## config.mk

```make
export PLATFORM = sky130hd
export DESIGN_NAME = nested_priority_interrupt_controller
export DESIGN_NICKNAME = d
export VERILOG_FILES = /design/src/rtl/core/npic_pkg.sv /design/src/rtl/core/npic_stack.sv /design/src/rtl/core/npic_core.sv /design/src/rtl/core/nested_priority_interrupt_controller.sv
export SDC_FILE = /design/constraint.sdc
export NUM_CORES = 1
export LEC_CHECK = 0
export BUFFER_PORTS_ARGS = -buffer_cell sky130_fd_sc_hd__clkbuf_2
export CORE_MARGIN = 2
export CORE_UTILIZATION = 50
export DETAILED_ROUTE_END_ITERATION = 8
export GPL_TIMING_DRIVEN = 0
export PLACE_DENSITY = 0.7
export SLEW_MARGIN = 20
export SYNTH_ARGS = -nofsm -noshare
export SYNTH_HDL_FRONTEND = slang
export SYNTH_HIERARCHICAL = 1
export SYNTH_SLANG_ARGS = --single-unit
```

## constraint.sdc

```tcl
create_clock -name clk_i -period 5.05 [get_ports clk_i]
set_clock_uncertainty 0.15 [all_clocks]
set_input_delay 0.2525 -clock clk_i [delete_from_list [all_inputs] [get_ports clk_i]]
set_output_delay 0.2525 -clock clk_i [all_outputs]
set_load 0.02 [all_outputs]
```

## src/rtl/core/npic_pkg.sv

```systemverilog
// Package for the nested priority interrupt controller.
// Holds level and stack sizes, the saved context type and the result type.
// No dependencies.
`timescale 1ns / 1ps

package npic_pkg;

  localparam int NUM_LEVELS = 4;
  localparam int LVL_W      = 3;
  localparam int TICK_W     = 8;
  localparam int SP_W       = $clog2(NUM_LEVELS + 1);
  localparam int IDX_W      = $clog2(NUM_LEVELS);

  localparam logic [TICK_W-1:0] SERVICE_TICKS_RST = TICK_W'(5);

  localparam logic MODE_TICK    = 1'b0;
  localparam logic MODE_REQUEST = 1'b1;

  typedef struct packed {
    logic [LVL_W-1:0]  level;
    logic [TICK_W-1:0] ticks;
  } ctx_t;

  typedef struct packed {
    logic                  handler_done;
    logic [TICK_W-1:0]     ticks_left;
    logic [SP_W-1:0]       nesting_depth;
    logic [NUM_LEVELS-1:0] pending_mask;
    logic [LVL_W-1:0]      current_level;
  } result_t;

endpackage

```

## src/rtl/core/npic_stack.sv

```systemverilog
// Context stack of the nested priority interrupt controller.
// One write port, one asynchronous read port; depends on npic_pkg.
`timescale 1ns / 1ps

module npic_stack (
  input  logic                       clk_i,
  input  logic                       wr_en_i,
  input  logic [npic_pkg::IDX_W-1:0] wr_idx_i,
  input  npic_pkg::ctx_t             wr_ctx_i,
  input  logic [npic_pkg::IDX_W-1:0] rd_idx_i,
  output npic_pkg::ctx_t             rd_ctx_o
);
  import npic_pkg::*;

  ctx_t mem_q [NUM_LEVELS];

  // entries are only read below the stack pointer, so they need no reset
  always_ff @(posedge clk_i) begin
    if (wr_en_i) begin
      mem_q[wr_idx_i] <= wr_ctx_i;
    end
  end

  assign rd_ctx_o = mem_q[rd_idx_i];

endmodule

```

## src/rtl/core/npic_core.sv

```systemverilog
// Level state, pending bits and next-state logic of the interrupt controller.
// Processes one item per enabled cycle; depends on npic_pkg and npic_stack.
`timescale 1ns / 1ps

module npic_core (
  input  logic                        clk_i,
  input  logic                        rst_ni,
  input  logic                        en_i,
  input  logic                        mode_i,
  input  logic [npic_pkg::LVL_W-1:0]  level_i,
  input  logic [npic_pkg::TICK_W-1:0] service_ticks_i,
  output npic_pkg::result_t           result_o
);
  import npic_pkg::*;

  logic [NUM_LEVELS-1:0] pend_q, pend_d;
  logic [LVL_W-1:0]      act_q, act_d;
  logic [TICK_W-1:0]     rem_q, rem_d;
  logic [SP_W-1:0]       sp_q, sp_d;

  logic [NUM_LEVELS-1:0] b_pend;
  logic [LVL_W-1:0]      b_act;
  logic [TICK_W-1:0]     b_rem;
  logic [SP_W-1:0]       b_sp;
  logic [TICK_W-1:0]     dec_rem;
  logic                  enter;
  logic [LVL_W-1:0]      enter_lvl;
  logic [LVL_W-1:0]      top_lvl;
  logic                  done;
  logic                  push;
  logic [IDX_W-1:0]      rd_idx;
  ctx_t                  rd_ctx;
  ctx_t                  wr_ctx;

  function automatic logic [LVL_W-1:0] highest(input logic [NUM_LEVELS-1:0] bits);
    logic [LVL_W-1:0] lvl;
    lvl = '0;
    for (int k = 0; k < NUM_LEVELS; k++) begin
      if (bits[k]) begin
        lvl = LVL_W'(k + 1);
      end
    end
    return lvl;
  endfunction

  function automatic logic [NUM_LEVELS-1:0] level_bit(input logic [LVL_W-1:0] lvl);
    return {{(NUM_LEVELS-1){1'b0}}, 1'b1} << (lvl - LVL_W'(1));
  endfunction

  assign rd_idx  = IDX_W'(sp_q - SP_W'(1));
  assign dec_rem = rem_q - TICK_W'(1);

  // first half: set the request or count down and pop
  always_comb begin
    b_pend    = pend_q;
    b_act     = act_q;
    b_rem     = rem_q;
    b_sp      = sp_q;
    enter     = 1'b0;
    enter_lvl = level_i;
    done      = 1'b0;
    top_lvl   = '0;
    if (mode_i == MODE_REQUEST) begin
      if (level_i >= LVL_W'(1) && level_i <= LVL_W'(NUM_LEVELS)) begin
        b_pend = pend_q | level_bit(level_i);
        enter  = level_i > act_q;
      end
    end else if (act_q != '0) begin
      b_rem = dec_rem;
      if (dec_rem == '0) begin
        done = 1'b1;
        if (sp_q != '0) begin
          b_sp  = sp_q - SP_W'(1);
          b_act = rd_ctx.level;
          b_rem = rd_ctx.ticks;
        end else begin
          b_act = '0;
          b_rem = '0;
        end
        top_lvl   = highest(pend_q);
        enter     = top_lvl > b_act;
        enter_lvl = top_lvl;
      end
    end
  end

  // second half: preempt into the new level, saving the context if room
  always_comb begin
    pend_d = b_pend;
    act_d  = b_act;
    rem_d  = b_rem;
    sp_d   = b_sp;
    push   = 1'b0;
    wr_ctx = '{level: b_act, ticks: b_rem};
    if (enter) begin
      if (b_sp < SP_W'(NUM_LEVELS)) begin
        push = 1'b1;
        sp_d = b_sp + SP_W'(1);
      end
      act_d  = enter_lvl;
      rem_d  = service_ticks_i;
      pend_d = b_pend & ~level_bit(enter_lvl);
    end
  end

  npic_stack u_stack (
    .clk_i    (clk_i),
    .wr_en_i  (en_i & push),
    .wr_idx_i (b_sp[IDX_W-1:0]),
    .wr_ctx_i (wr_ctx),
    .rd_idx_i (rd_idx),
    .rd_ctx_o (rd_ctx)
  );

  always_ff @(posedge clk_i or negedge rst_ni) begin
    if (!rst_ni) begin
      pend_q <= '0;
      act_q  <= '0;
      rem_q  <= '0;
      sp_q   <= '0;
    end else if (en_i) begin
      pend_q <= pend_d;
      act_q  <= act_d;
      rem_q  <= rem_d;
      sp_q   <= sp_d;
    end
  end

  assign result_o.current_level = act_d;
  assign result_o.pending_mask  = pend_d;
  assign result_o.nesting_depth = sp_d;
  assign result_o.ticks_left    = (act_d == '0) ? '0 : rem_d;
  assign result_o.handler_done  = done;

endmodule

```

## src/rtl/core/nested_priority_interrupt_controller.sv

```systemverilog
// Nested priority interrupt controller: four levels above the main program.
// Each input transaction is a tick (tuser 0) or a request (tuser 1) and yields
// one result transaction. A transaction is registered on entry, then processed by
// the level logic and stack as it moves into a result register, where it is held;
// one transaction is taken every cycle while the result output does not stall.
// The service_ticks register (reset 5) is written through cfg_we_i.
// Depends on npic_pkg and npic_core.
`timescale 1ns / 1ps

module nested_priority_interrupt_controller (
  input  logic                        clk_i,
  input  logic                        rst_ni,
  input  logic                        cfg_we_i,
  input  logic [npic_pkg::TICK_W-1:0] cfg_wdata_i,   // service_ticks
  input  logic                        s_axis_tvalid,
  output logic                        s_axis_tready,
  input  logic [7:0]                  s_axis_tdata,  // [2:0] request_level
  input  logic                        s_axis_tuser,  // mode
  output logic                        m_axis_tvalid,
  input  logic                        m_axis_tready,
  // [2:0] current_level, [6:3] pending_mask, [9:7] nesting_depth,
  // [17:10] ticks_left, [18] handler_done
  output logic [23:0]                 m_axis_tdata
);
  import npic_pkg::*;

  logic [TICK_W-1:0] service_ticks_q;
  logic              in_valid_q;
  logic              in_mode_q;
  logic [LVL_W-1:0]  in_level_q;
  logic              out_valid_q;
  result_t           out_res_q;
  result_t           res;
  logic              advance;

  assign advance       = in_valid_q & (~out_valid_q | m_axis_tready);
  assign s_axis_tready = ~in_valid_q | advance;

  always_ff @(posedge clk_i or negedge rst_ni) begin
    if (!rst_ni) begin
      service_ticks_q <= SERVICE_TICKS_RST;
    end else if (cfg_we_i) begin
      service_ticks_q <= cfg_wdata_i;
    end
  end

  always_ff @(posedge clk_i or negedge rst_ni) begin
    if (!rst_ni) begin
      in_valid_q <= 1'b0;
    end else if (s_axis_tready) begin
      in_valid_q <= s_axis_tvalid;
    end
  end

  // capture the transaction payload
  always_ff @(posedge clk_i) begin
    if (s_axis_tready && s_axis_tvalid) begin
      in_mode_q  <= s_axis_tuser;
      in_level_q <= s_axis_tdata[LVL_W-1:0];
    end
  end

  npic_core u_core (
    .clk_i           (clk_i),
    .rst_ni          (rst_ni),
    .en_i            (advance),
    .mode_i          (in_mode_q),
    .level_i         (in_level_q),
    .service_ticks_i (service_ticks_q),
    .result_o        (res)
  );

  always_ff @(posedge clk_i or negedge rst_ni) begin
    if (!rst_ni) begin
      out_valid_q <= 1'b0;
    end else if (advance) begin
      out_valid_q <= 1'b1;
    end else if (m_axis_tready) begin
      out_valid_q <= 1'b0;
    end
  end

  always_ff @(posedge clk_i) begin
    if (advance) begin
      out_res_q <= res;
    end
  end

  assign m_axis_tvalid = out_valid_q;
  assign m_axis_tdata  = {5'd0, out_res_q.handler_done, out_res_q.ticks_left,
                          out_res_q.nesting_depth, out_res_q.pending_mask,
                          out_res_q.current_level};

endmodule

```

Word-level counts from Yosys, hierarchy flattened
Memories as Yosys holds them, arrays and structs flattened.
Cells that the tools add are included.
{"block": "op_classes", "bitwise": 10, "add_sub_neg": 5, "n_reduce_logical": 8, "n_shift": 2, "mux": 43, "n_lt_le_gt_ge": 5}
{"cell": "3-bit 2-to-1 mux", "n": 21}
{"cell": "8-bit 2-to-1 mux", "n": 5}
{"cell": "1-bit 2-to-1 mux", "n": 12}
{"cell": "4-bit 2-to-1 mux", "n": 3}
{"cell": "3-bit by 1-bit subtractor with 3-bit output, second input constant", "n": 3}
{"cell": "8-bit zero test", "n": 1}
{"cell": "1-bit by 3-bit << shifter with 4-bit output, first input constant", "n": 2}
{"cell": "8-bit by 1-bit subtractor with 8-bit output, second input constant", "n": 1}
{"cell": "3-bit greater-than comparator", "n": 2}
{"cell": "3-bit nonzero test", "n": 2}
{"cell": "4-bit AND", "n": 1}
{"cell": "2-bit 2-to-1 mux", "n": 2}
{"cell": "4-bit NOT", "n": 1}
{"cell": "4-bit bitwise OR", "n": 1}
{"cell": "3-bit by 1-bit adder with 3-bit output, second input constant", "n": 1}
{"cell": "3-bit by 1-bit greater-or-equal comparator with 1-bit output, second input constant", "n": 1}
{"cell": "3-bit less-or-equal comparator, second input constant", "n": 1}
{"cell": "3-bit zero test", "n": 1}
{"cell": "3-bit less-than comparator, second input constant", "n": 1}
{"cell": "1-bit NOT", "n": 3}
{"cell": "1-bit AND", "n": 2}
{"cell": "1-bit logical AND", "n": 2}
{"cell": "1-bit bitwise OR", "n": 2}
{"cell": "2-bit nonzero test", "n": 1}
{"cell": "2-bit OR reduction", "n": 1}
{"block": "totals", "inputBits": 22, "ram_bits": 44, "register_bits": 51, "out_inout_bits": 26, "wordCells": 88, "memories": 1}
{"memory": "u_core.u_stack.mem_q", "words": 4, "word_bits": 11, "read_ports": 1, "rd_clocked_by_memory_dff": 0, "write_ports": 1, "line": "npic_stack.sv:15", "text": "ctx_t mem_q [NUM_LEVELS];"}

Logic depth before layout (Yosys ltp)
{"block": "logic_depth", "word_depth": 15, "mapped_depth": 14, "mapped_depth_nobuf": 13}

Modules after synthesis
The synthesis kept the hierarchy.
{"module": "npic_core", "instances": 1, "area_each_um2": 1752.9, "seq_area_each_um2": 450.4, "cells_per_inst": 213}
{"module": "npic_stack", "instances": 1, "area_each_um2": 1620.3, "seq_area_each_um2": 1321.3, "cells_per_inst": 61}
{"module": "nested_priority_interrupt_controller", "instances": 1, "area_each_um2": 1154.9, "seq_area_each_um2": 943.4, "cells_per_inst": 54}

Worst setup path after synthesis
OpenSTA, ideal clock, no wires.
{"block": "synth_path", "path_type": "register -> register", "startpoint": "reg u_core.sp_q[0]", "endpoint": "mem u_core/u_stack/mem_q[0][0] (netlist name) (enable)", "setup_time_ns": 0.396, "arrival_ns": 3.605, "synth_period_minus_slack_ns": 4.151, "path_stages_with_launch": 15, "path_buffers": 1, "t_required_ns": 4.504, "slack_ns": 0.899, "cell_sequence": "dfrtp_1 inv_1 ha_1 inv_1 buf_2 mux4_2 and2_1 ha_1 nor2b_1 o21ai_0 a32oi_1 a32oi_4 nor2_1 and2_1 nor3b_1"}
{"item": "start, declared", "line": "npic_core.sv:19", "text": "logic [SP_W-1:0] sp_q, sp_d;"}
{"item": "start signal, assigned", "line": "npic_core.sv:125", "text": "sp_q <= sp_d;"}
{"item": "end, declared", "line": "npic_stack.sv:15"}

==> results.txt <==
Vias in the first global route: 2,820
Hold Worst Slack: 0.0495 ns
Largest net degree at the start of global routing: 29
ANT nets after route: 0
XOR/XNOR Fraction of Synth Area: 1.55%
Synth cell count leaders: edfxtp_1 (67), nor2_1 (31), dfrtp_1 (26), inv_1 (20)
Final Instance Area: 5220 um^2
PortBufs: 36
P&R area growth vs syn: 15.3%
Cells after synthesis: 328
Min-delay worst type: primary input to flip-flop
WL/cell: 17.1 um
Row cnt: 34
Slew Limit Fails: 0
Antenna violations before repair: 0
Total die area: 9830 um^2
Routed wire length: 8.69 mm
Final Cycle Share: 88.3%
Syn_area_per_cell: 13.8 um^2
GRT overflow: 0
Initial Utilization: 51.7%
Setup CP Type: flip-flop to flip-flop
Pwr dens: 538 nW/um^2
Dominant cells by area after synthesis: edfxtp_1 (44%), dfrtp_1 (14%), mux4_2 (5.0%)
Count leader, synth: edfxtp_1
Die H: 99.2 um
Clk_lat worst skew: 0.36 ns
Hold Fails Final Rpt: 0
First-pass GRT wire length: 14.2 mm
Finish-stage setup viols: 0
Hold_sp: m_axis_tready
Adder-Cell Fraction of Synth Area: 3.32%
H-tree Lvls: 3
Iter 0 DRT Violations: 142
Outcome: finished, final reports clean
Mux share of post-synthesis cell area: 14.0%
Critical Path RT: 4.97 ns
Post-CTS Setup Bufs: 0
Cell Area, Placed: 4870 um^2
Hold Crit Depth: 3
Synth Area in Compound Gates: 6.74%
Netlist cell types: 53
Reg2Reg Depth: 15
CTS Root Cell: clkbuf_8
Worst r2r src: u_core/sp_q[0]
Post-synth EDFFs: 67
Crit Path Max Fanout: 10
Clock Path Buffers: 2
Number of vias in the routed layout: 2,790
Die width: 99.2 um
Core box area: 8760 um^2
Area share of the largest cell type after synthesis: 44.4%
Simple logic cell fraction of the synthesized area: 10.2%
Peak VDD IR: 0.315 mV
Clock sinks: 95
FF-to-FF End: u_core/u_stack/mem_q[0][1]
Share of layout cells above drive strength 1: 25.1%
Drt drc: 0
Fmax: 0.224 GHz
Worst Hold Endpoint: m_axis_tvalid
Worst rel slew slack: 34.7%
RSZ-0062 raised after global routing: false
CP Data Arrival Time: 4.38 ns
Fin nets: 428
Num ports: 48
Router iterations before antenna repair: 4
Netlist Area Pre-Place: 4530 um^2
Largest family of logic cells by synthesized area: multiplexers
Gpl congestion: 0.818
Worst setup SP type: flip-flop
Setup slack, reg-to-reg: 0.59 ns
Warnings from Yosys: 6
Crit end category: flip-flop
Number of buffers created by CTS: 9
Synth Register Bits: 95
GRT Total Usage: 18.9%
Dominant synthesized flop cell: edfxtp_1
Worst-margin pin slew: 0.980 ns
Post-DP HPWL: 6.22 mm
TritonCTS clock tree: done
ANT cells: 0
Max-Cap Viols: 0
Leading area contributor after synthesis: edfxtp_1
Sequential share of the synthesized area: 60.0%
Crit path time final: 4.46 ns
Async set-reset flop share out of synthesis: 29.5%
Clk slew on worst S/H paths: 0.09 ns
Leak pwr: 2.16 nW
Drt via density: 5.50
[sequential cells by signal (all words and copies together) (netlist names)]
register,cells
in_level_q,3
in_mode_q,1
in_valid_q,1
m_axis_tdata,19
m_axis_tvalid,1
service_ticks_q,8
u_core/act_q,3
u_core/pend_q,4
u_core/rem_q,8
u_core/sp_q,3
u_core/u_stack/mem_q,44
[where the power goes]
part / leakage (nW) / total [mW] / internal [mW] / switching, mW
sequential: 0.945 / 1.17 / 1.07 / 0.103
combinational: 1.11 / 1.12 / 0.451 / 0.672
clock: 0.105 / 0.512 / 0.239 / 0.273
total: 2.16 / 2.81 / 1.76 / 1.05
[area by class of cell]
| cell class | instances | area (um^2) |
|---|---|---|
| Tap cell | 108 | 135 |
| Clock inverter | 7 | 85.1 |
| Buffer | 16 | 110 |
| Timing Repair Buffer | 51 | 328 |
| Inverter | 21 | 81.3 |
| Fill cell | 699 | 3540 |
| Sequential cell | 95 | 2720 |
| Multi-Input combinational cell | 200 | 1640 |
| Clock buffer | 9 | 124 |
[cell usage in the layout (no fill, tap or decap), drive strengths merged, types with 5 or more instances in the layout]
cell type	n
a21oi	19
buf	15
clkbuf	47
conb	5
dfrtp	26
dlygate4sd3	14
edfxtp	67
ha	12
inv	25
mux2	16
mux2i	17
mux4	11
nand2	20
nand2b	6
nand3	6
nor2	31
xnor2	5
[routing by layer]
metal / GRT usage (%) / vias up / share of wire [%]
met1: 24.8 / 1393 / 44
met3: 3.09 / 8 / 3.1
met4: 6.43 / 0 / 1.0
met2: 32.4 / 57 / 52
li1: - / 1332 / -
met5: 0 / - / 0
[worst max path at each step]
stage	startpoint	to	slack, ns	cells after the start
CTS	u_core/sp_q[0]	u_core/u_stack/mem_q[0][1]	0.55	15
global placement	u_core/sp_q[0]	u_core/u_stack/mem_q[0][6]	-0.11	14
detailed placement	u_core/sp_q[0]	u_core/u_stack/mem_q[0][6]	0.58	15
finish	u_core/sp_q[0]	u_core/u_stack/mem_q[0][1]	0.59	15
global route	u_core/sp_q[0]	u_core/u_stack/mem_q[0][1]	0.19	15
floorplan	u_core/sp_q[0]	u_core/u_stack/mem_q[0][0]	0.90	14
[kinds of logic after synthesis]
logic type,Yosys count
xor gates and xnor gates,8
adders and majority gates,12
AOI/OAI and AO/OA,42
muxes,44
other,1
DFF,95
and+or+nand+nor,89
buffers and inverters,37
[timing repair]
item / in CTS / in global routing
endpoints found under the hold margin: 39 / 0
hold buffers: 14 / 0
endpoints found under the setup margin: 0 / 0
gates resized for setup: 0 / 0
[worst max-delay path: stages, from the launching register on]
cell     delay, ns
dfrtp_1       0.40
inv_1         0.20
ha_1          0.28
inv_1         0.08
buf_2         0.28
mux4_2        0.36
and2_1        0.17
ha_1          0.18
nor2b_1       0.09
o21ai_0       0.08
a32oi_1       0.35
a32oi_4       0.17
nor2_1        0.31
and2_1        0.22
nor3b_2       0.58
buf_4         0.27
[through the flow]
stage,cells,utilization [%],total power [mW],setup slack (ns),setup TNS [ns]
floorplan,332,-,2.01,0.899,0
global placement,476,55.4,2.27,-0.112,-1.23
detailed placement,477,55.6,2.31,0.577,0
CTS,507,59.6,2.83,0.553,0
global route,507,59.6,2.99,0.195,0
finish,507,59.6,2.81,0.591,0
Note: power is estimated with default switching activity, not from simulation.
